`src/rtl/bsdp_pkg.sv`:
```
// Package for the block-scaled int8 dot product.
// Holds payload structs, widths and default parameter values; no dependencies.
package bsdp_pkg;

    localparam int ACT_W      = 16;
    localparam int WT_W       = 8;
    localparam int SCALE_W    = 16;
    localparam int PROD_W     = ACT_W + WT_W;
    localparam int ACC_W      = PROD_W + 2;
    localparam int PART_W     = 32;
    localparam int MUL_W      = PART_W + SCALE_W;
    localparam int ROW_W      = 48;
    localparam int LANE_FIELDS = 4;
    localparam int QDEPTH     = 4;

    localparam int DEF_BLOCK_SIZE = 256;
    localparam int DEF_LANES      = 4;
    localparam int DEF_SCALE_FRAC = 14;

    typedef struct packed {
        logic signed [ACT_W-1:0]   act0;
        logic signed [ACT_W-1:0]   act1;
        logic signed [ACT_W-1:0]   act2;
        logic signed [ACT_W-1:0]   act3;
        logic signed [WT_W-1:0]    wt0;
        logic signed [WT_W-1:0]    wt1;
        logic signed [WT_W-1:0]    wt2;
        logic signed [WT_W-1:0]    wt3;
        logic signed [SCALE_W-1:0] block_scale;
        logic                      end_of_row;
    } t_in_item;

    typedef struct packed {
        logic signed [ROW_W-1:0] dot_result;
        logic                    saturated;
    } t_out_item;

    // Classified item passed from front to back.
    typedef struct packed {
        logic signed [ACC_W-1:0]   acc;
        logic signed [SCALE_W-1:0] scale;
        logic                      close;
        logic                      eor;
    } t_q_item;

endpackage

```
`src/rtl/bsdp_if.sv`:
```
// Valid/ready channel interfaces for the dot product block.
// Depends on bsdp_pkg for the payload structs.
interface bsdp_in_if import bsdp_pkg::*; ();
    logic     valid;
    logic     ready;
    t_in_item data;

    modport source (output valid, output data, input ready);
    modport sink   (input valid, input data, output ready);
endinterface

interface bsdp_out_if import bsdp_pkg::*; ();
    logic      valid;
    logic      ready;
    t_out_item data;

    modport source (output valid, output data, input ready);
    modport sink   (input valid, input data, output ready);
endinterface

```
`src/rtl/bsdp_front.sv`:
```
// Front end: accepts input requests, forms the lane product sum and
// flags block close / end of row. Depends on bsdp_pkg and bsdp_in_if.
module bsdp_front import bsdp_pkg::*; #(
    parameter int BLOCK_SIZE = DEF_BLOCK_SIZE,
    parameter int LANES      = DEF_LANES
) (
    input  logic          i_clk,
    input  logic          i_rst_n,
    bsdp_in_if.sink       i_in,
    input  logic          i_q_full,
    output logic          o_push,
    output t_q_item       o_push_item
);

    localparam int LANE_USE = (LANES < LANE_FIELDS) ? LANES : LANE_FIELDS;
    localparam int CNT_W    = $clog2(BLOCK_SIZE + LANES + 1);

    logic [CNT_W-1:0]          r_cnt, n_cnt;
    logic [CNT_W-1:0]          cnt_sum;
    logic signed [ACT_W-1:0]   act [LANE_FIELDS];
    logic signed [WT_W-1:0]    wt  [LANE_FIELDS];
    logic signed [PROD_W-1:0]  prod [LANE_FIELDS];
    logic signed [ACC_W-1:0]   acc;
    logic                      close;

    assign i_in.ready = !i_q_full;
    assign o_push     = i_in.valid && !i_q_full;

    always_comb begin
        act[0] = i_in.data.act0;
        act[1] = i_in.data.act1;
        act[2] = i_in.data.act2;
        act[3] = i_in.data.act3;
        wt[0]  = i_in.data.wt0;
        wt[1]  = i_in.data.wt1;
        wt[2]  = i_in.data.wt2;
        wt[3]  = i_in.data.wt3;
        acc    = '0;
        for (int i = 0; i < LANE_FIELDS; i++) begin
            prod[i] = act[i] * wt[i];
        end
        for (int i = 0; i < LANE_USE; i++) begin
            acc = acc + ACC_W'(prod[i]);
        end
    end

    assign cnt_sum = r_cnt + CNT_W'(LANES);
    assign close   = i_in.data.end_of_row || (cnt_sum >= CNT_W'(BLOCK_SIZE));

    always_comb begin
        n_cnt = r_cnt;
        if (o_push) begin
            n_cnt = close ? '0 : cnt_sum;
        end
    end

    always_ff @(posedge i_clk) begin
        if (!i_rst_n) begin
            r_cnt <= '0;
        end else begin
            r_cnt <= n_cnt;
        end
    end

    always_comb begin
        o_push_item.acc   = acc;
        o_push_item.scale = i_in.data.block_scale;
        o_push_item.close = close;
        o_push_item.eor   = i_in.data.end_of_row;
    end

endmodule

```
`src/rtl/bsdp_fifo.sv`:
```
// Short register queue between front and back ends.
// Depends on bsdp_pkg for the queue entry type.
module bsdp_fifo import bsdp_pkg::*; #(
    parameter int DEPTH = QDEPTH
) (
    input  logic    i_clk,
    input  logic    i_rst_n,
    input  logic    i_push,
    input  t_q_item i_push_item,
    input  logic    i_pop,
    output t_q_item o_head,
    output logic    o_empty,
    output logic    o_full
);

    localparam int PTR_W = (DEPTH > 1) ? $clog2(DEPTH) : 1;
    localparam int CNT_W = $clog2(DEPTH + 1);

    t_q_item          r_mem [DEPTH];
    logic [PTR_W-1:0] r_wr, n_wr, r_rd, n_rd;
    logic [CNT_W-1:0] r_cnt, n_cnt;
    logic             do_push, do_pop;

    assign o_empty = (r_cnt == '0);
    assign o_full  = (r_cnt == CNT_W'(DEPTH));
    assign do_push = i_push && !o_full;
    assign do_pop  = i_pop && !o_empty;
    assign o_head  = r_mem[r_rd];

    always_comb begin
        n_wr  = r_wr;
        n_rd  = r_rd;
        n_cnt = r_cnt;
        if (do_push) begin
            n_wr = (r_wr == PTR_W'(DEPTH - 1)) ? '0 : r_wr + 1'b1;
        end
        if (do_pop) begin
            n_rd = (r_rd == PTR_W'(DEPTH - 1)) ? '0 : r_rd + 1'b1;
        end
        if (do_push && !do_pop) begin
            n_cnt = r_cnt + 1'b1;
        end else if (do_pop && !do_push) begin
            n_cnt = r_cnt - 1'b1;
        end
    end

    always_ff @(posedge i_clk) begin
        if (!i_rst_n) begin
            r_wr  <= '0;
            r_rd  <= '0;
            r_cnt <= '0;
        end else begin
            r_wr  <= n_wr;
            r_rd  <= n_rd;
            r_cnt <= n_cnt;
        end
    end

    always_ff @(posedge i_clk) begin
        if (do_push) begin
            r_mem[r_wr] <= i_push_item;
        end
    end

endmodule

```
`src/rtl/bsdp_back.sv`:
```
// Back end: block partial accumulation, block scaling, saturating row sum
// and the output register. Depends on bsdp_pkg and bsdp_out_if.
module bsdp_back import bsdp_pkg::*; #(
    parameter int SCALE_FRAC = DEF_SCALE_FRAC
) (
    input  logic    i_clk,
    input  logic    i_rst_n,
    input  t_q_item i_head,
    input  logic    i_empty,
    output logic    o_pop,
    bsdp_out_if.source o_out
);

    localparam logic signed [ROW_W:0] ROW_MAX = {2'b00, {(ROW_W-1){1'b1}}};
    localparam logic signed [ROW_W:0] ROW_MIN = {2'b11, {(ROW_W-1){1'b0}}};

    logic signed [PART_W-1:0] r_partial, n_partial, part_sum;
    logic signed [MUL_W-1:0]  r_prod;
    logic                     r_m_valid, r_m_close, r_m_eor;
    logic signed [ROW_W-1:0]  r_row, n_row;
    logic                     r_ovf, n_ovf;
    logic                     r_out_valid, n_out_valid;
    t_out_item                r_out, n_out;
    logic                     stall, advance;
    logic signed [MUL_W-1:0]  scaled;
    logic signed [ROW_W:0]    row_wide;
    logic signed [ROW_W-1:0]  row_sat;
    logic                     clip;

    // Hold the product stage while a row result cannot enter the output register.
    assign stall   = r_m_valid && r_m_eor && r_out_valid && !o_out.ready;
    assign o_pop   = !i_empty && !stall;
    assign advance = r_m_valid && !stall;

    assign part_sum = r_partial + PART_W'(i_head.acc);

    always_comb begin
        n_partial = r_partial;
        if (o_pop) begin
            n_partial = i_head.close ? '0 : part_sum;
        end
    end

    always_ff @(posedge i_clk) begin
        if (o_pop) begin
            r_prod    <= part_sum * i_head.scale;
            r_m_close <= i_head.close;
            r_m_eor   <= i_head.eor;
        end
    end

    // Arithmetic shift rounds toward minus infinity.
    assign scaled   = r_prod >>> SCALE_FRAC;
    assign row_wide = (ROW_W+1)'(r_row) + (ROW_W+1)'(scaled);

    always_comb begin
        clip    = 1'b0;
        row_sat = row_wide[ROW_W-1:0];
        if (row_wide > ROW_MAX) begin
            row_sat = ROW_MAX[ROW_W-1:0];
            clip    = 1'b1;
        end else if (row_wide < ROW_MIN) begin
            row_sat = ROW_MIN[ROW_W-1:0];
            clip    = 1'b1;
        end
    end

    always_comb begin
        n_row       = r_row;
        n_ovf       = r_ovf;
        n_out       = r_out;
        n_out_valid = r_out_valid && !o_out.ready;
        if (advance && r_m_close) begin
            n_row = row_sat;
            n_ovf = r_ovf || clip;
        end
        if (advance && r_m_eor) begin
            n_out.dot_result = row_sat;
            n_out.saturated  = r_ovf || clip;
            n_out_valid      = 1'b1;
            n_row            = '0;
            n_ovf            = 1'b0;
        end
    end

    always_ff @(posedge i_clk) begin
        if (!i_rst_n) begin
            r_partial   <= '0;
            r_row       <= '0;
            r_ovf       <= 1'b0;
            r_m_valid   <= 1'b0;
            r_out_valid <= 1'b0;
        end else begin
            r_partial   <= n_partial;
            r_row       <= n_row;
            r_ovf       <= n_ovf;
            r_m_valid   <= o_pop || stall;
            r_out_valid <= n_out_valid;
        end
    end

    always_ff @(posedge i_clk) begin
        r_out <= n_out;
    end

    assign o_out.valid = r_out_valid;
    assign o_out.data  = r_out;

endmodule

```
`src/rtl/block_scaled_int8_dot_product.sv`:
```
// Block-scaled int8 dot product, one output row per result.
// Input channel i_in: four Q4.11 activations, four int8 weights, a Q1.14
// block scale and end_of_row. Output channel o_out: the 48-bit row sum with
// 11 fraction bits and a sticky saturation flag, one request per row.
// Throughput: one input request per cycle while the queue is not full.
// The lane products are summed in the front end; the back end adds them
// to the block partial and forms the 32x16 scale product in the product
// register, then adds the scaled block to the row sum. A row's closing
// item passes through the queue and the product register before its result
// enters the output register. A 4-entry queue separates front and back.
// When the receiver stalls with a result pending, the back end holds once
// the next end-of-row item reaches the scale stage, and the queue then
// fills; the input stays ready until the queue is full.
// Reset clears the element count, block partial, row sum, flag and all
// valid state; no clearing pass is needed.
// Depends on bsdp_pkg, bsdp_if, bsdp_front, bsdp_fifo and bsdp_back.
module block_scaled_int8_dot_product import bsdp_pkg::*; #(
    parameter int BLOCK_SIZE = DEF_BLOCK_SIZE,
    parameter int LANES      = DEF_LANES,
    parameter int SCALE_FRAC = DEF_SCALE_FRAC
) (
    input  logic       i_clk,
    input  logic       i_rst_n,
    bsdp_in_if.sink    i_in,
    bsdp_out_if.source o_out
);

    logic    push, pop, q_empty, q_full;
    t_q_item push_item, head;

    bsdp_front #(
        .BLOCK_SIZE (BLOCK_SIZE),
        .LANES      (LANES)
    ) u_front (
        .i_clk       (i_clk),
        .i_rst_n     (i_rst_n),
        .i_in        (i_in),
        .i_q_full    (q_full),
        .o_push      (push),
        .o_push_item (push_item)
    );

    bsdp_fifo #(
        .DEPTH (QDEPTH)
    ) u_fifo (
        .i_clk       (i_clk),
        .i_rst_n     (i_rst_n),
        .i_push      (push),
        .i_push_item (push_item),
        .i_pop       (pop),
        .o_head      (head),
        .o_empty     (q_empty),
        .o_full      (q_full)
    );

    bsdp_back #(
        .SCALE_FRAC (SCALE_FRAC)
    ) u_back (
        .i_clk   (i_clk),
        .i_rst_n (i_rst_n),
        .i_head  (head),
        .i_empty (q_empty),
        .o_pop   (pop),
        .o_out   (o_out)
    );

endmodule

```
`src/flat_wrapper.sv`:
```
// flat-port wrapper written by rule: the top's interface ports become plain ports
module block_scaled_int8_dot_product_flat import bsdp_pkg::*;
#(
    parameter int BLOCK_SIZE = DEF_BLOCK_SIZE,
    parameter int LANES      = DEF_LANES,
    parameter int SCALE_FRAC = DEF_SCALE_FRAC
)
  (i_clk, i_rst_n, i_in_valid, i_in_data, i_in_ready, o_out_valid, o_out_data, o_out_ready);
  bsdp_in_if i_in_i ();
  bsdp_out_if o_out_i ();
  input  logic i_clk;
  input  logic i_rst_n;
  input wire logic [$bits(i_in_i.valid)-1:0] i_in_valid;
  input wire logic [$bits(i_in_i.data)-1:0] i_in_data;
  output wire logic [$bits(i_in_i.ready)-1:0] i_in_ready;
  output wire logic [$bits(o_out_i.valid)-1:0] o_out_valid;
  output wire logic [$bits(o_out_i.data)-1:0] o_out_data;
  input wire logic [$bits(o_out_i.ready)-1:0] o_out_ready;
  assign i_in_i.valid = i_in_valid;
  assign i_in_i.data = i_in_data;
  assign i_in_ready = i_in_i.ready;
  assign o_out_valid = o_out_i.valid;
  assign o_out_data = o_out_i.data;
  assign o_out_i.ready = o_out_ready;
  block_scaled_int8_dot_product #(.BLOCK_SIZE(BLOCK_SIZE), .LANES(LANES), .SCALE_FRAC(SCALE_FRAC)) u_core (.i_clk(i_clk), .i_rst_n(i_rst_n), .i_in(i_in_i), .o_out(o_out_i));
endmodule
```
`config.mk`:
```
export PLATFORM = sky130hd
export DESIGN_NAME = block_scaled_int8_dot_product_flat
export DESIGN_NICKNAME = d
export VERILOG_FILES = /design/src/rtl/bsdp_pkg.sv /design/src/rtl/bsdp_if.sv /design/src/rtl/bsdp_front.sv /design/src/rtl/bsdp_fifo.sv /design/src/rtl/bsdp_back.sv /design/src/rtl/block_scaled_int8_dot_product.sv /design/src/flat_wrapper.sv
export SDC_FILE = /design/constraint.sdc
export NUM_CORES = 2
export LEC_CHECK = 0
export BUFFER_PORTS_ARGS = -buffer_cell sky130_fd_sc_hd__buf_2
export CAP_MARGIN = 20
export CORE_ASPECT_RATIO = 0.8
export CORE_MARGIN = 3
export CORE_UTILIZATION = 60
export DETAILED_ROUTE_END_ITERATION = 7
export GPL_TIMING_DRIVEN = 0
export PLACE_DENSITY = 0.77
export SYNTH_ARGS = -nofsm -noshare
export SYNTH_HDL_FRONTEND = slang
export SYNTH_SLANG_ARGS = --single-unit
```
`constraint.sdc`:
```
create_clock -name i_clk -period 24.5 [get_ports i_clk]
set_input_delay 7.35 -clock i_clk [delete_from_list [all_inputs] [get_ports i_clk]]
set_output_delay 7.35 -clock i_clk [all_outputs]
set_load 0.01 [all_outputs]
```
# Word level (Yosys, flattened, before mapping)
# Memories as Yosys holds them, arrays and structs flattened. A register that Yosys moved wholly into a read port is not among the register bits.
# Cells that the tools add are included.
# totals
elab_cells,77
memories,1
reg_bits,198
ramBits,176
# memory_table
name,depth,word_bits,rd,rd_clocked_by_memory_dff,write_ports,line_no,text
u_core.u_fifo.r_mem,4,44,1,1,1,bsdp_fifo.sv:19,t_q_item r_mem [DEPTH];
# classes
addsub,10
bitwise,1
n_reduce_logical,25
mul,5
n_eq_ne,3
n_mux,15
n_lt_le_gt_ge,3
# op_table
operator,count
$mul 16x8->24,4
$mux 48,2
$add 48x34->49,1
$gt 49x48->1 const B,1
$lt 49x48->1 const B,1
$mul 32x16->48,1
$add 32x26->32,1
$mux 32,1
$add 25x24->26,1
$add 26x24->26,1
$add 24x24->25,1
$logic_and 1x1->1,13
$add 9x3->9 const B,1
$ge 9x9->1 const B,1
$mux 9,1
$mux 2,4
$logic_not 1->1,6
$mux 3,2
$mux 1,5
$add 2x1->2 const B,2
$eq 2x2->1 const B,2
$add 3x1->3 const B,1
$eq 3x3->1 const B,1
$logic_not 3->1,1
5 further kinds,7

# Longest topological paths before layout
# logic_depth
ltp_word,9
depth_mapped,43
mapped_depth_nobuf,36

# Cells and area by module
# Synthesis repeated with hierarchy kept, for this count alone.
# hier_totals
cells_unflattened,5324
area_unflattened_um2,53359.9
# modules_own_cells
mod,instances,area_each_um2,cells_each
bsdp_back,1,27431.3,3033
bsdp_front,1,19040.8,2010
bsdp_fifo,1,6887.9,281

# Worst setup path after synthesis
# No wires, ideal clock.
# synth_path
kind,input to register
start,input port i_in_data[43]
end,memory u_core.u_fifo.r_mem[0][40] (netlist bit) (data pin)
path_stages,25
required_time_ps,24223
setup_time_ps,277
setup_slack_ps,10547
arrival_time_ps,13676
n_path_buf,1
cell_sequence,clkbuf_1 nand2_1 fa_1 inv_1 fa_1 inv_1 fa_1 fa_1 inv_1 fa_1 inv_1 fa_1 fa_1 inv_1 fa_1 ha_1 a21oi_1 nor2b_1 o41a_1 o21a_1 o21ai_0 a21oi_1 a21oi_1 a21boi_0 xor2_1
# synth_rtl
item,line_no,text
from (decl),flat_wrapper.sv:14,input wire logic [$bits(i_in_i.data)-1:0] i_in_data;
to (decl),bsdp_fifo.sv:19,

==> results by group <==
Run status
  – Status: finished, final reports clean

STA
  – Max Freq: 0.0672 GHz
  – Unrepaired setup endpoints after global routing: false
  – Slew HR: 13.7%
  – Final setup violation count: 0
  – Worst-Margin Slew: around 1300 ps
  – Clock Skew: 32.9 ps
  – Sum of negative setup slack: 0 ps
  – Fin. max-slew vios: 0
  – Final hold vios: 0
  – Min Tclk post-route: 14870 ps
  – Final cycle utilization of the critical path: 60.7%

Setup path
  – Crit start category: input pin
  – Worst reg2reg endpoint: u_core.u_back.r_prod[47]
  – Maximum fanout along the worst path: 10
  – CP top delay family: adder cells
  – Crit-path max cell delay: 670 ps
  – Crit path required time: approximately 25000 ps
  – Critical path depth in cells: 25
  – Reg2reg setup slack: 11090 ps
  – R2r worst-path depth: 37
  – CP Class: input pin to flop
  – CP max stage cell: xnor2_1
  – CP Data Arrival Time: around 15000 ps
  – Cell mode on critical path: fa_1
  – Worst setup EP type: flop
  – CP Buf/Inv Count: 5

CTS
  – TritonCTS buffer count: 38
  – Longest Clk Path Bufs: 3
  – CTS tree: yes
  – Resized Gates After CTS: 0
  – Clock root cell: clkbuf_16
  – # clock sinks: 360
  – CTS clk-pin slew, worst paths: roughly 60 ps
  – Post-CTS Hold Fix Bufs: 0
  – Number of post-CTS setup repair buffers: 0
  – Worst skew pair latency: between 500 and 600 ps
  – H-tree depth: 2

Synth
  – Syn avg cell area: roughly 10 um2
  – Cells after Synth: about 5400
  – Synthesized-area fraction occupied by adder cells: between 40% and 50%
  – Largest family of logic cells by synthesized area: adder cells
  – Syn. warnings: 0
  – Mapped cell area: 53000 um2
  – Post-synthesis mux area share: 2.07%
  – Sequential fraction of the synthesis area: a little under a fifth
  – Post-synth EDFFs: between 200 and 300
  – Post-synthesis xor/xnor area fraction: 2.79%
  – Synth Area in Simple Gates: 13.2%
  – Ys async rst share: 0%
  – Synth Area in Compound Gates: ~7%
  – Syn nets: about 6800
  – Main synth FF type: edfxtp_1
  – Synth Register Bits: between 300 and 400
  – Yosys cell types: 82

Cells and area
  – Fillers: between 6000 and 7000
  – Final Util: roughly 66%
  – Storage element area: between 9000 and 10000 um2
  – Most common cell after layout, fill and taps aside: inv_1
  – Share of layout cells above drive strength 1: between 5 and 6%
  – Multi-input combinational cell area: about 38000 um2
  – Fin nets: just over 7000
  – Area added between synthesis and finish: 7.20%
  – Most frequent cells in the layout: 1107 x inv_1, 1046 x fa_1, 754 x nand2_1, 318 x ha_1, 261 x edfxtp_1

Worst hold path
  – Hold Crit Depth: 2
  – Endpoint, Worst Hold: u_core.u_back.r_partial[26]
  – Min-delay worst type: flop to flop
  – Hold Crit Start: u_core.u_back.r_partial[26]

Placement
  – IO Port Bufs: ~160
  – HPWL after DPL: around 120000 um
  – Gpl congestion: ~1.0

Flow run
  – Max Cap Viol: 0

Global route
  – Largest net degree at the start of global routing: 36
  – Initial antenna violation count: 9
  – Tot GR Track Use: 32.1%
  – GRT overflow: 0
  – First-pass GRT wire length: ~230000 um
  – Vias in the first global route: about 40000

Routing
  – Drt drc: 0
  – Drt via density: ~5.7
  – Detailed-routing iteration count for the pre-antenna-repair pass: 6
  – Wire length per cell: between 20 and 25 um
  – Via count: roughly 39000
  – DRT iter0 DRCs: 4169
  – Antenna Violating Nets Remaining: 0
  – Routed wire length: 144000 um

Floorplanning
  – Die span in y: about 270 um
  – Placement Rows: between 90 and 100
  – Die area: slightly above 90000 um2
  – Core Area: a little under 90000 um2
  – Initial Util: between 60 and 70%
  – Ports: around 170
  – Die W: about 340 um
-- worst reg2reg max path, delay by kind of cell, from the launching register on --
family	cells	cell delay (ps)
adder cells (fa/ha/maj)	8	4050
buffers and inverters	9	3390
multiplexers	1	470
flip-flops	1	300
AO/OA/AOI/OAI	9	1790
AND/OR/NAND/NOR	7	1810
XOR/XNOR	3	1380
-- flip-flops by register name, summed over array words and instances (netlist names), named ones only --
register	count
u_core.u_fifo.r_wr	2
u_core.u_back.o_out.data	49
u_core.u_fifo.r_rd	2
u_core.u_back.r_row	48
u_core.u_front.r_cnt	7
u_core.u_back.r_m_close	1
u_core.u_fifo.r_cnt	3
u_core.u_fifo.r_mem	176
u_core.u_back.r_prod	34
u_core.u_back.r_m_eor	1
u_core.u_back.r_m_valid	1
u_core.u_back.r_ovf	1
u_core.u_back.o_out.valid	1
u_core.u_back.r_partial	32
-- how the worst max path moves through the flow --
stage | start | slack, ps | to
after global placement | i_in_data[17] | 9140 | u_core.u_fifo.r_mem[2][43]
after global routing | i_in_data[17] | 9320 | u_core.u_fifo.r_mem[0][43]
after CTS | i_in_data[17] | 9660 | u_core.u_fifo.r_mem[1][43]
after detailed placement | i_in_data[17] | 9100 | u_core.u_fifo.r_mem[1][43]
after floorplan | i_in_data[43] | 10550 | u_core.u_fifo.r_mem[0][40]
final | i_in_data[17] | 9630 | u_core.u_fifo.r_mem[1][43]
-- kinds of logic (layout without fill, tap and decap cells) --
| group | after synthesis | count (layout) |
|---|---|---|
| simple gates | 1517 | 1517 |
| fa+ha+maj | 1364 | 1364 |
| buf+inv | 1304 | 1546 |
| compound gates | 583 | 583 |
| flops | 360 | 360 |
| xor+xnor | 169 | 169 |
| mux | 61 | 61 |
| other cells | 0 | 6 |
-- cells in the mapped netlist (6+ instances only) --
cell type,n,share of area (%)
inv_1,1108,7.8
nor2b_1,29,0.34
nor2_1,234,1.7
a21o_1,59,0.84
a31o_2,7,0.12
o21bai_1,26,0.37
nor4_1,6,0.071
nand3_1,30,0.28
xor2_1,54,0.89
a221oi_1,6,0.099
o31ai_1,7,0.099
or2_2,9,0.11
a22oi_1,21,0.30
nand2_1,754,5.3
nor3_1,35,0.33
o21a_1,31,0.44
nand2b_1,82,0.97
ha_1,318,7.5
a21oi_1,183,1.7
buf_1,11,0.078
a211oi_1,24,0.34
o21ai_0,112,1.1
clkbuf_1,174,1.2
a31oi_1,15,0.18
or3b_1,7,0.12
o21ai_1,19,0.18
nand4_1,29,0.34
mux2i_1,13,0.25
and3_1,25,0.30
or3_1,11,0.13
and2_1,243,2.9
mux4_2,36,1.5
edfxtp_1,261,15
dfxtp_1,99,3.7
mux2_2,10,0.21
xnor2_1,115,1.9
o211ai_1,13,0.18
fa_1,1046,40
-- stage by stage --
stage	hold slack, ps	setup slack [ps]	area (um2)	std cells
global route	495	9320	56800	6780
global placement	440	9140	55300	6690
floorplan	434	10550	53000	5358
CTS	465	9660	56800	6773
finish	463	9630	56800	6782
detailed placement	456	9100	55500	6703
-- area by class of cell --
type / instances / share of cell area (%)
well taps: 1176 / 2.59
repair buffers: 172 / 1.75
clock buffers: 52 / 1.80
clock inverters: 18 / 0.456
inverters: 1109 / 7.33
diodes: 6 / 0.0264
flip-flops and latches: 360 / 17.3
plain buffers: 195 / 1.37
multi-input cells: 3694 / 67.4
-- routing by layer --
| metal | vias to the layer above | track usage (%) | share of wire (%) |
|---|---|---|---|
| li1 | 17015 | - | - |
| met1 | 19524 | 45.7 | 41 |
| met2 | 2093 | 46.8 | 42 |
| met3 | 333 | 10.7 | 13 |
| met4 | 8 | 10.1 | 3.8 |
| met5 | - | 0.208 | 0.11 |
Power is not shown: default switching activity piles up to over one toggle a cycle in this logic, so the estimate is an artifact.
